**src/hw/rtl/bdeq_pkg.sv**
```systemverilog
// Package for the bounded double-ended queue: depth, widths, operation,
// status and cell control codes shared by the cells, top level and checker.
// No dependencies.
`timescale 1ns / 1ps
`default_nettype none

package bdeq_pkg;

	localparam int DEPTH = 16;
	localparam int IDX_W = $clog2(DEPTH);
	localparam int CNT_W = $clog2(DEPTH + 1);
	localparam int WORD_W = 32;

	localparam logic [2:0] MODE_PUSH_FRONT = 3'd0;
	localparam logic [2:0] MODE_PUSH_REAR  = 3'd1;
	localparam logic [2:0] MODE_POP_FRONT  = 3'd2;
	localparam logic [2:0] MODE_POP_REAR   = 3'd3;
	localparam logic [2:0] MODE_LIST       = 3'd4;

	localparam logic [1:0] STATUS_OK    = 2'd0;
	localparam logic [1:0] STATUS_EMPTY = 2'd1;
	localparam logic [1:0] STATUS_FULL  = 2'd2;

	typedef enum logic [1:0] {
		CELL_HOLD,
		CELL_SHL,
		CELL_SHR,
		CELL_LOAD
	} cell_op_t;

	typedef struct packed {
		cell_op_t op;
	} cell_ctrl_t;

endpackage

`default_nettype wire

```
**src/hw/rtl/bdeq_cell.sv**
```systemverilog
// One storage cell of the queue chain: holds a word, takes a neighbor's
// word on a shift or the shared load word. Depends on bdeq_pkg.
`timescale 1ns / 1ps
`default_nettype none

module bdeq_cell
	import bdeq_pkg::*;
(
	input  wire logic              clk,
	input  wire cell_ctrl_t        ctrl,
	input  wire logic [WORD_W-1:0] from_left,
	input  wire logic [WORD_W-1:0] from_right,
	input  wire logic [WORD_W-1:0] load_data,
	output logic      [WORD_W-1:0] word_q
);

	always_ff @(posedge clk) begin
		unique case (ctrl.op)
			CELL_HOLD: word_q <= word_q;
			CELL_SHL:  word_q <= from_right;
			CELL_SHR:  word_q <= from_left;
			CELL_LOAD: word_q <= load_data;
			default:   word_q <= word_q;
		endcase
	end

endmodule

`default_nettype wire

```
**src/hw/rtl/bounded_double_ended_queue_unit.sv**
```systemverilog
// Top level of the bounded double-ended queue: a row of bdeq_cell storage
// cells, the operation sequencer and the output register.
// Depends on bdeq_pkg and bdeq_cell.
//
// Input words: s_tuser carries the operation (push front, push rear, pop
// front, pop rear, list all), s_tdata the word to push. Output words:
// m_tdata is the popped or listed word (zero when none), m_tuser holds the
// status and the word-valid flag, m_tlast marks the final word of an item.
// Word 0 always sits at the front cell; pushes and pops at the front shift
// the whole row; a push at the rear loads the cell at the occupancy, a pop at
// the rear reads the cell below it. Push and pop answer in the cycle after
// acceptance; a new item is taken every cycle while no list runs and the
// output register is free or drained. A list holds the input until its last
// word is sent: the sequencer enters its list state, then while the output
// register is free the row rotates one cell per cycle and sends the front cell.
// Unused operation codes are accepted and give no word.
// Reset empties the queue and the output register; cell contents are not
// cleared. When m_tready is low and a word waits, it holds and s_tready falls.
`timescale 1ns / 1ps
`default_nettype none

module bounded_double_ended_queue_unit
	import bdeq_pkg::*;
(
	input  wire logic              clk,
	input  wire logic              arst_n,
	input  wire logic              s_tvalid,
	output logic                   s_tready,
	input  wire logic [31:0]       s_tdata,   // [31:0] value
	input  wire logic [7:0]        s_tuser,   // [2:0] mode, [7:3] zero
	output logic                   m_tvalid,
	input  wire logic              m_tready,
	output logic      [31:0]       m_tdata,   // [31:0] word
	output logic      [7:0]        m_tuser,   // [1:0] status, [2] word_valid, [7:3] zero
	output logic                   m_tlast
);

	localparam logic STATE_IDLE = 1'b0;
	localparam logic STATE_LIST = 1'b1;

	logic              state_q, state_d;
	logic [CNT_W-1:0]  occ_q, occ_d;
	logic [IDX_W-1:0]  cnt_q, cnt_d;
	logic [WORD_W-1:0] cells [DEPTH];
	cell_ctrl_t        ctrl [DEPTH];
	logic [WORD_W-1:0] load_data;

	logic              m_valid_q;
	logic [1:0]        status_q;
	logic [WORD_W-1:0] word_q;
	logic              wvalid_q;
	logic              last_q;

	logic              out_load;
	logic [1:0]        out_status;
	logic [WORD_W-1:0] out_word;
	logic              out_wvalid;
	logic              out_last;

	logic              slot_free;
	logic              accept;
	logic [2:0]        mode;
	logic              full;
	logic              empty;
	logic [CNT_W-1:0]  tail;
	logic [IDX_W-1:0]  tail_idx;

	assign mode      = s_tuser[2:0];
	assign slot_free = !m_valid_q || m_tready;
	assign s_tready  = (state_q == STATE_IDLE) && slot_free;
	assign accept    = s_tvalid && s_tready;
	assign full      = (occ_q == CNT_W'(DEPTH));
	assign empty     = (occ_q == '0);
	assign tail      = occ_q - CNT_W'(1);
	assign tail_idx  = tail[IDX_W-1:0];

	for (genvar i = 0; i < DEPTH; i++) begin : g_cell
		logic [WORD_W-1:0] left_w, right_w;
		if (i == 0) begin : g_first
			assign left_w = s_tdata;
		end else begin : g_mid
			assign left_w = cells[i-1];
		end
		if (i == DEPTH - 1) begin : g_last
			assign right_w = '0;
		end else begin : g_rest
			assign right_w = cells[i+1];
		end
		bdeq_cell u_cell (
			.clk        (clk),
			.ctrl       (ctrl[i]),
			.from_left  (left_w),
			.from_right (right_w),
			.load_data  (load_data),
			.word_q     (cells[i])
		);
	end

	always_comb begin
		state_d    = state_q;
		occ_d      = occ_q;
		cnt_d      = cnt_q;
		load_data  = s_tdata;
		out_load   = 1'b0;
		out_status = STATUS_OK;
		out_word   = '0;
		out_wvalid = 1'b0;
		out_last   = 1'b1;
		for (int i = 0; i < DEPTH; i++) begin
			ctrl[i].op = CELL_HOLD;
		end
		if (state_q == STATE_IDLE) begin
			if (accept) begin
				unique case (mode)
					MODE_PUSH_FRONT: begin
						out_load = 1'b1;
						if (full) begin
							out_status = STATUS_FULL;
						end else begin
							for (int i = 0; i < DEPTH; i++) begin
								ctrl[i].op = CELL_SHR;
							end
							occ_d = occ_q + CNT_W'(1);
						end
					end
					MODE_PUSH_REAR: begin
						out_load = 1'b1;
						if (full) begin
							out_status = STATUS_FULL;
						end else begin
							ctrl[occ_q[IDX_W-1:0]].op = CELL_LOAD;
							occ_d = occ_q + CNT_W'(1);
						end
					end
					MODE_POP_FRONT: begin
						out_load = 1'b1;
						if (empty) begin
							out_status = STATUS_EMPTY;
						end else begin
							out_word   = cells[0];
							out_wvalid = 1'b1;
							for (int i = 0; i < DEPTH; i++) begin
								ctrl[i].op = CELL_SHL;
							end
							occ_d = tail;
						end
					end
					MODE_POP_REAR: begin
						out_load = 1'b1;
						if (empty) begin
							out_status = STATUS_EMPTY;
						end else begin
							out_word   = cells[tail_idx];
							out_wvalid = 1'b1;
							occ_d      = tail;
						end
					end
					MODE_LIST: begin
						if (empty) begin
							out_load   = 1'b1;
							out_status = STATUS_EMPTY;
						end else begin
							state_d = STATE_LIST;
							cnt_d   = '0;
						end
					end
					default: begin
					end
				endcase
			end
		end else if (slot_free) begin
			out_load   = 1'b1;
			out_word   = cells[0];
			out_wvalid = 1'b1;
			out_last   = (cnt_q == tail_idx);
			load_data  = cells[0];
			for (int i = 0; i < DEPTH; i++) begin
				if (IDX_W'(i) < tail_idx) begin
					ctrl[i].op = CELL_SHL;
				end else if (IDX_W'(i) == tail_idx) begin
					ctrl[i].op = CELL_LOAD;
				end
			end
			cnt_d = cnt_q + IDX_W'(1);
			if (out_last) begin
				state_d = STATE_IDLE;
			end
		end
	end

	always_ff @(posedge clk or negedge arst_n) begin
		if (!arst_n) begin
			state_q   <= STATE_IDLE;
			occ_q     <= '0;
			cnt_q     <= '0;
			m_valid_q <= 1'b0;
		end else begin
			state_q <= state_d;
			occ_q   <= occ_d;
			cnt_q   <= cnt_d;
			if (out_load) begin
				m_valid_q <= 1'b1;
			end else if (m_tready) begin
				m_valid_q <= 1'b0;
			end
		end
	end

	always_ff @(posedge clk) begin
		if (out_load) begin
			status_q <= out_status;
			word_q   <= out_word;
			wvalid_q <= out_wvalid;
			last_q   <= out_last;
		end
	end

	assign m_tvalid = m_valid_q;
	assign m_tdata  = word_q;
	assign m_tuser  = {5'b0, wvalid_q, status_q};
	assign m_tlast  = last_q;

endmodule

`default_nettype wire

```
**config.mk**
```make
export PLATFORM = sky130hd
export DESIGN_NAME = bounded_double_ended_queue_unit
export DESIGN_NICKNAME = d
export VERILOG_FILES = /design/src/hw/rtl/bdeq_pkg.sv /design/src/hw/rtl/bdeq_cell.sv /design/src/hw/rtl/bounded_double_ended_queue_unit.sv
export SDC_FILE = /design/constraint.sdc
export NUM_CORES = 1
export LEC_CHECK = 0
export ABC_AREA = 1
export BUFFER_PORTS_ARGS = -buffer_cell sky130_fd_sc_hd__buf_2
export CORE_MARGIN = 5
export CORE_UTILIZATION = 30
export CTS_CLUSTER_DIAMETER = 40
export CTS_CLUSTER_SIZE = 40
export DETAILED_ROUTE_END_ITERATION = 10
export PLACE_DENSITY = 0.45
export SETUP_SLACK_MARGIN = 0.5
export SLEW_MARGIN = 20
export SYNTH_ARGS = -nofsm -noshare
export SYNTH_HDL_FRONTEND = slang
export SYNTH_SLANG_ARGS = --single-unit
```
**constraint.sdc**
```tcl
create_clock -name clk -period 7.45 [get_ports clk]
set_input_delay 2.235 -clock clk [delete_from_list [all_inputs] [get_ports clk]]
set_output_delay 2.235 -clock clk [all_outputs]
set_load 0.005 [all_outputs]
```
; ---- Word-level counts from Yosys, hierarchy flattened
; Index checks and enable logic that the tools add are counted.
[classes]
n_addsub = 3
order_cmp = 19
n_eq_ne = 73
mux = 95
bitwise_logic = 4
reduce_logical = 36
[ops]
columns = operator, count
row1 = case mux 32 bit (3 select lines), 17
row2 = 2-to-1 mux 32 bit, 14
row3 = binary-select mux 32 bit (select 4 bit), 1
row4 = 2-to-1 mux 2 bit, 34
row5 = equality test 2 bit (second input constant), 32
row6 = case mux 32 bit (2 select lines), 1
row7 = equality test 2 x 1 -> 1 bit (second input constant), 16
row8 = equality test 4 bit (first input constant), 8
row9 = zero test 2 bit, 16
row10 = less-than comparator 4 bit (first input constant), 8
row11 = 2-to-1 mux 31 bit, 1
row12 = 2-to-1 mux 4 bit, 5
row13 = equality test 3 x 4 -> 1 bit (first input constant), 4
row14 = less-than comparator 3 x 4 -> 1 bit (first input constant), 4
row15 = 2-to-1 mux 1 bit, 16
row16 = greater-or-equal comparator 5 bit (second input constant), 2
row17 = 2-to-1 mux 5 bit, 2
row18 = NOT 4 -> 5 bit, 2
row19 = case mux 5 bit (2 select lines), 1
row20 = demux 2 bit (select 4 bit), 1
row21 = equality test 2 x 4 -> 1 bit (first input constant), 2
row22 = less-than comparator 1 x 4 -> 1 bit (first input constant), 2
row23 = less-than comparator 2 x 4 -> 1 bit (first input constant), 2
row24 = nonzero test 2 bit, 4
row25 = 27 further kinds, 35
[word_totals]
register_bits = 559
inputBits = 44
output_inout_bits = 43
word_cells = 254

; ---- Logic depth before layout (Yosys ltp)
[logic_depth]
word_depth = 11
ltp_mapped = 19
mapped_depth_nobuf = 13

; ---- Hierarchy
; Synthesis repeated with hierarchy kept, for this count alone.
[hier_totals]
cells_unflattened = 5029
area_unflattened_um2 = 37830.0
[by_module_without_submodules]
columns = mod, instances, cells_each, area_each_um2, seq_area_each_um2
row1 = bdeq_cell, 16, 180, 1732.9, 960.9
row2 = bounded_double_ended_queue_unit, 1, 2149, 10103.4, 1356.3

; ---- Worst setup path before layout
; OpenSTA, ideal clock, no wires.
[synth_path]
kind = input to register
startpoint = input m_tready
endpoint = register g_cell[1].u_cell.word_q[0] (enable)
setup_ns = 0.628
t_arrival_ns = 4.216
required_ns = 6.822
slack_ns = 2.606
path_stages = 10
path_buffers = 2
cell_sequence = inv_1 > nand2_1 > inv_2 > nor2_2 > nand2_1 > inv_2 > buf_2 > nand2_1 > clkbuf_1 > nand4_1
[synth_between]
elab_chain_cells = 6
elab_cells_between_ends = 7
cone_classes = 3 x mux / 4 x reduce/logical
[synth_rtl]
columns = element, line_no
row1 = "start, declared", bounded_double_ended_queue_unit.sv:32  ; input wire logic m_tready,
row2 = logical OR 1 bit, bounded_double_ended_queue_unit.sv:69  ; assign slot_free = !m_valid_q || m_tready;
row3 = logical AND 1 bit, bounded_double_ended_queue_unit.sv:70  ; assign s_tready = (state_q == STATE_IDLE) && slot_free;
row4 = via s_tready, bounded_double_ended_queue_unit.sv:28  ; output logic s_tready,
row5 = logical AND 1 bit, bounded_double_ended_queue_unit.sv:71  ; assign accept = s_tvalid && s_tready;
row6 = 2-to-1 mux 32 bit, bounded_double_ended_queue_unit.sv:113  ; if (accept) begin
row7 = 2-to-1 mux 32 bit, bounded_double_ended_queue_unit.sv:112  ; if (state_q == STATE_IDLE) begin
row8 = zero test 2 bit, bdeq_cell.sv:18  ; unique case (ctrl.op)
row9 = "end signal, assigned", bdeq_cell.sv:19  ; CELL_HOLD: word_q <= word_q;
row10 = "end signal, assigned", bdeq_cell.sv:20  ; CELL_SHL: word_q <= from_right;
row11 = "end signal, assigned", bdeq_cell.sv:21  ; CELL_SHR: word_q <= from_left;
row12 = "end, declared", bdeq_cell.sv:14  ; output logic [WORD_W-1:0] word_q
; The timed path passes the listed nets, and every way through them passes these cells.
; A chain may end at the register's enable or synchronous reset.

; ---- Worst setup path in the final report
[layout_path]
startpoint = input m_tready
endpoint = output s_tready
[layout_between]
elab_chain_cells = 2
[layout_rtl]
columns = element, line_no
row1 = logical OR 1 bit, bounded_double_ended_queue_unit.sv:69
row2 = logical AND 1 bit, bounded_double_ended_queue_unit.sv:70
row3 = "end, declared", bounded_double_ended_queue_unit.sv:28
; Every way passes these cells.

==> flow_summary.yaml <==
layout:
  post_route_cells_drive_above_1_share_pct: 9.01
  area_growth_pct: 16.0
  fin_area_sq_um: 40700
  utilization_pct: 35.0
  diodes: 0
  nets: 4694
drt:
  drc: 0
  first_pass_iters: 8
  viasPerCell: 5.43
  drt_iter0_drc: 3502
  vias: 34100
  wl_mm: 152
  ant_nets: 0
  routedWlPerCell_um: 24.2
logic_synthesis:
  async_flop_share_pct: 1.97
  synth-warning-count: 0
  synth_top_area_share_pct: 46.9
  synth_cells: 4730
  synth_edf_count: 548
  ys_ff_latch: 559
  yosysTopAreaCell: "edfxtp_1"
  synthTopCellsByArea: "edfxtp_1 (47%), nand2_1 (23%), nand3_1 (16%)"
  ys.flop_type: "edfxtp_1"
  synthTopCellsByCount: "nand2_1 (2130), nand3_1 (1099), edfxtp_1 (548), inv_1 (243), buf_2 (175)"
  syn_area_per_cell_sq_um: 7.41
  synthMostInstantiatedCell: "nand2_1"
  mappedNetlistArea_sq_um: 35100
  synth_cell_types: 32
  yosysSeqAreaShare_pct: 47.7
clock_network:
  cts_buffers: 120
  cts_hold_buf: 0
  insertion_delay_ns: 0.70
  cts_tree: "yes"
  cts_buffer_depth: 3
  cts_sinks: 559
  cts_max_level: 3
  cts-root-buf: "clkbuf_16"
  cts.repair.resized: 0
  clkTransAtPathRegs_ns: 0.05
  cts_setup_buffers: 0
floorplan:
  core-area_sq_um: 116000
  rows: 125
  die_w_um: 352
  start_util_pct: 30.2
  dieArea_sq_um: 124000
  die_h_um: 352
  io_pins: 87
worst_hold_path:
  min_from: "g_cell[5].u_cell.word_q[24]$_DFFE_PP_"
  hp-class: "flop to flop"
power_and_ir_drop:
  p_switching_uw: 9480
  combPwrFrac_pct: 42.3
  leakagePower_uw: 0.0171
  vdd_drop_max_uv: 488
  internal_power_uw: 11100
  p_sw_share_pct: 46.1
  power_density_nw_per_um2: 506
  p_seq_share_pct: 29.5
  clock_power_share_pct: 28.1
grt:
  grt-ovfl-total: 0
  grt_use_total_pct: 23.8
  grt_pass1_vias: 33100
  grt_max_degree: 167
  grt_pass1_wl_mm: 222
  antenna_found_initial: 1
critical_path:
  rr_endpoint: "g_cell[10].u_cell.word_q[5]$_DFFE_PP_"
  r2r-start: "occ_q[0]$_DFFE_PN0P_"
  worstPathRequired_ns: 5.22
  worstSetupStartpointType: "primary input"
  critPathCapture: "s_tready"
  r2r_slack_ns: 2.87
  path_class: "primary input to output port"
  critical_path_arrival_ns: 2.81
  rr_worst_depth: 11
  crit_path_start: "m_tready"
  crit_path_end_kind: "output port"
  critPathMaxFanout: 3
sta:
  slew_viol_final: 0
  hold_viol: 0
  post-route-period-util_pct: 67.7
  worst_pin_slew_ns: 1.24
  finalWorstSetupSlack_ns: 2.40
  period_needed_ns: 5.05
  tns_ns: 0
  setup_viol: 0
  rsz0062_at_grt: "false"
  fmax_mhz: 198
  relSlewSlack_pct: 17.0
  clock_skew_ns: 0.0206
  whs_ns: 0.558
placement:
  hpwl_mm: 88.1
  routabilityCongestion: 0.796
  dpl_worst_slack_ns: 1.77
  port_buffers: 76
  placed_area_sq_um: 36300
outcome:
  status: "complete, no violations"
flow_run:
  drv_cap: 0
==> metal layers <==
layer	global-route usage, %	vias to the layer above	routed length [um]	part of all wire [%]
met4	8.41	0	5430	3.6
met5	0	-	0	0
met3	3.33	267	11500	7.6
met2	37.9	1413	67900	45
met1	33.3	16800	66800	44
li1	-	15600	-	-
==> power groups by stage <==
stage	Clock, uW	Sequential, uW	Combinational, uW
after detailed placement	0	6110	8610
after global routing	6010	6190	9420
after floorplan	0	5740	5400
after CTS	5850	6070	8630
final	5790	6070	8700
after global placement	0	6130	8580
==> cell usage in the layout, fill, tap and decap left out, drive strengths merged, types with 9 or more instances in the layout <==
cell	netlist	layout
bufinv	0	24
clkinvlp	0	15
clkinv	0	53
clkbuf	125	129
inv	257	265
nor2	29	29
edfxtp	548	548
nand3	1103	1103
buf	242	154
nand2	2137	2137
nand4	9	9
o21ai	114	114
o211ai	125	125
dfrtp	11	11
==> worst min path at each step <==
stage	endpoint	slack [ns]	depth (start not counted)
2_1_floorplan	cnt_q[0]$_DFFE_PN0P_	0.51	1
3_3_place_gp	g_cell[14].u_cell.word_q[2]$_DFFE_PP_	0.54	2
3_5_place_dp	g_cell[13].u_cell.word_q[26]$_DFFE_PP_	0.55	2
4_1_cts	g_cell[13].u_cell.word_q[26]$_DFFE_PP_	0.56	2
5_1_grt	g_cell[5].u_cell.word_q[29]$_DFFE_PP_	0.58	2
6_report	g_cell[6].u_cell.word_q[24]$_DFFE_PP_	0.56	2
==> stage by stage <==
step	power [uW]	instances
after floorplan	11100	4734
after global placement	14700	6045
after detailed placement	14700	6045
after CTS	20600	6274
after global routing	21600	6274
final	20600	6274
==> worst max-delay path, cell delays in order <==
cell	delay [ns]
buf_2	0.08
inv_1	0.03
nand2_1	0.10
inv_2	0.07
nor2_2	0.14
buf_2	0.14
==> layout make-up <==
cell class | instances | area, sq um
inverter | 257 | 972
tap | 1524 | 1910
clock inverter | 100 | 1220
fill | 12400 | 75500
multi-input combinational | 3551 | 15700
timing repair buffer | 154 | 1050
clock buffer | 129 | 3080
sequential | 559 | 16700
==> state kept, by name, indices dropped and copies added (netlist names) <==
signal                flops
cnt_q                     4
g_cell.u_cell.word_q    512
m_tdata                  32
m_tlast                   1
m_tvalid                  1
occ_q                     5
state_q                   1
status_q                  2
wvalid_q                  1
==> kinds of logic (layout without fill, tap and decap cells) <==
logic type	count (synthesis)	count (layout)	synth area share (%)
buffers and inverters	624	640	7.92
XOR/XNOR	5	5	0.125
adder cells (fa/ha/maj)	7	7	0.250
AND/OR/NAND/NOR	3290	3290	39.6
flip-flops	559	559	47.7
other	1	5	0.0107
AO/OA/AOI/OAI	244	244	4.41
No activity file was read; power rests on OpenSTA's default activity.
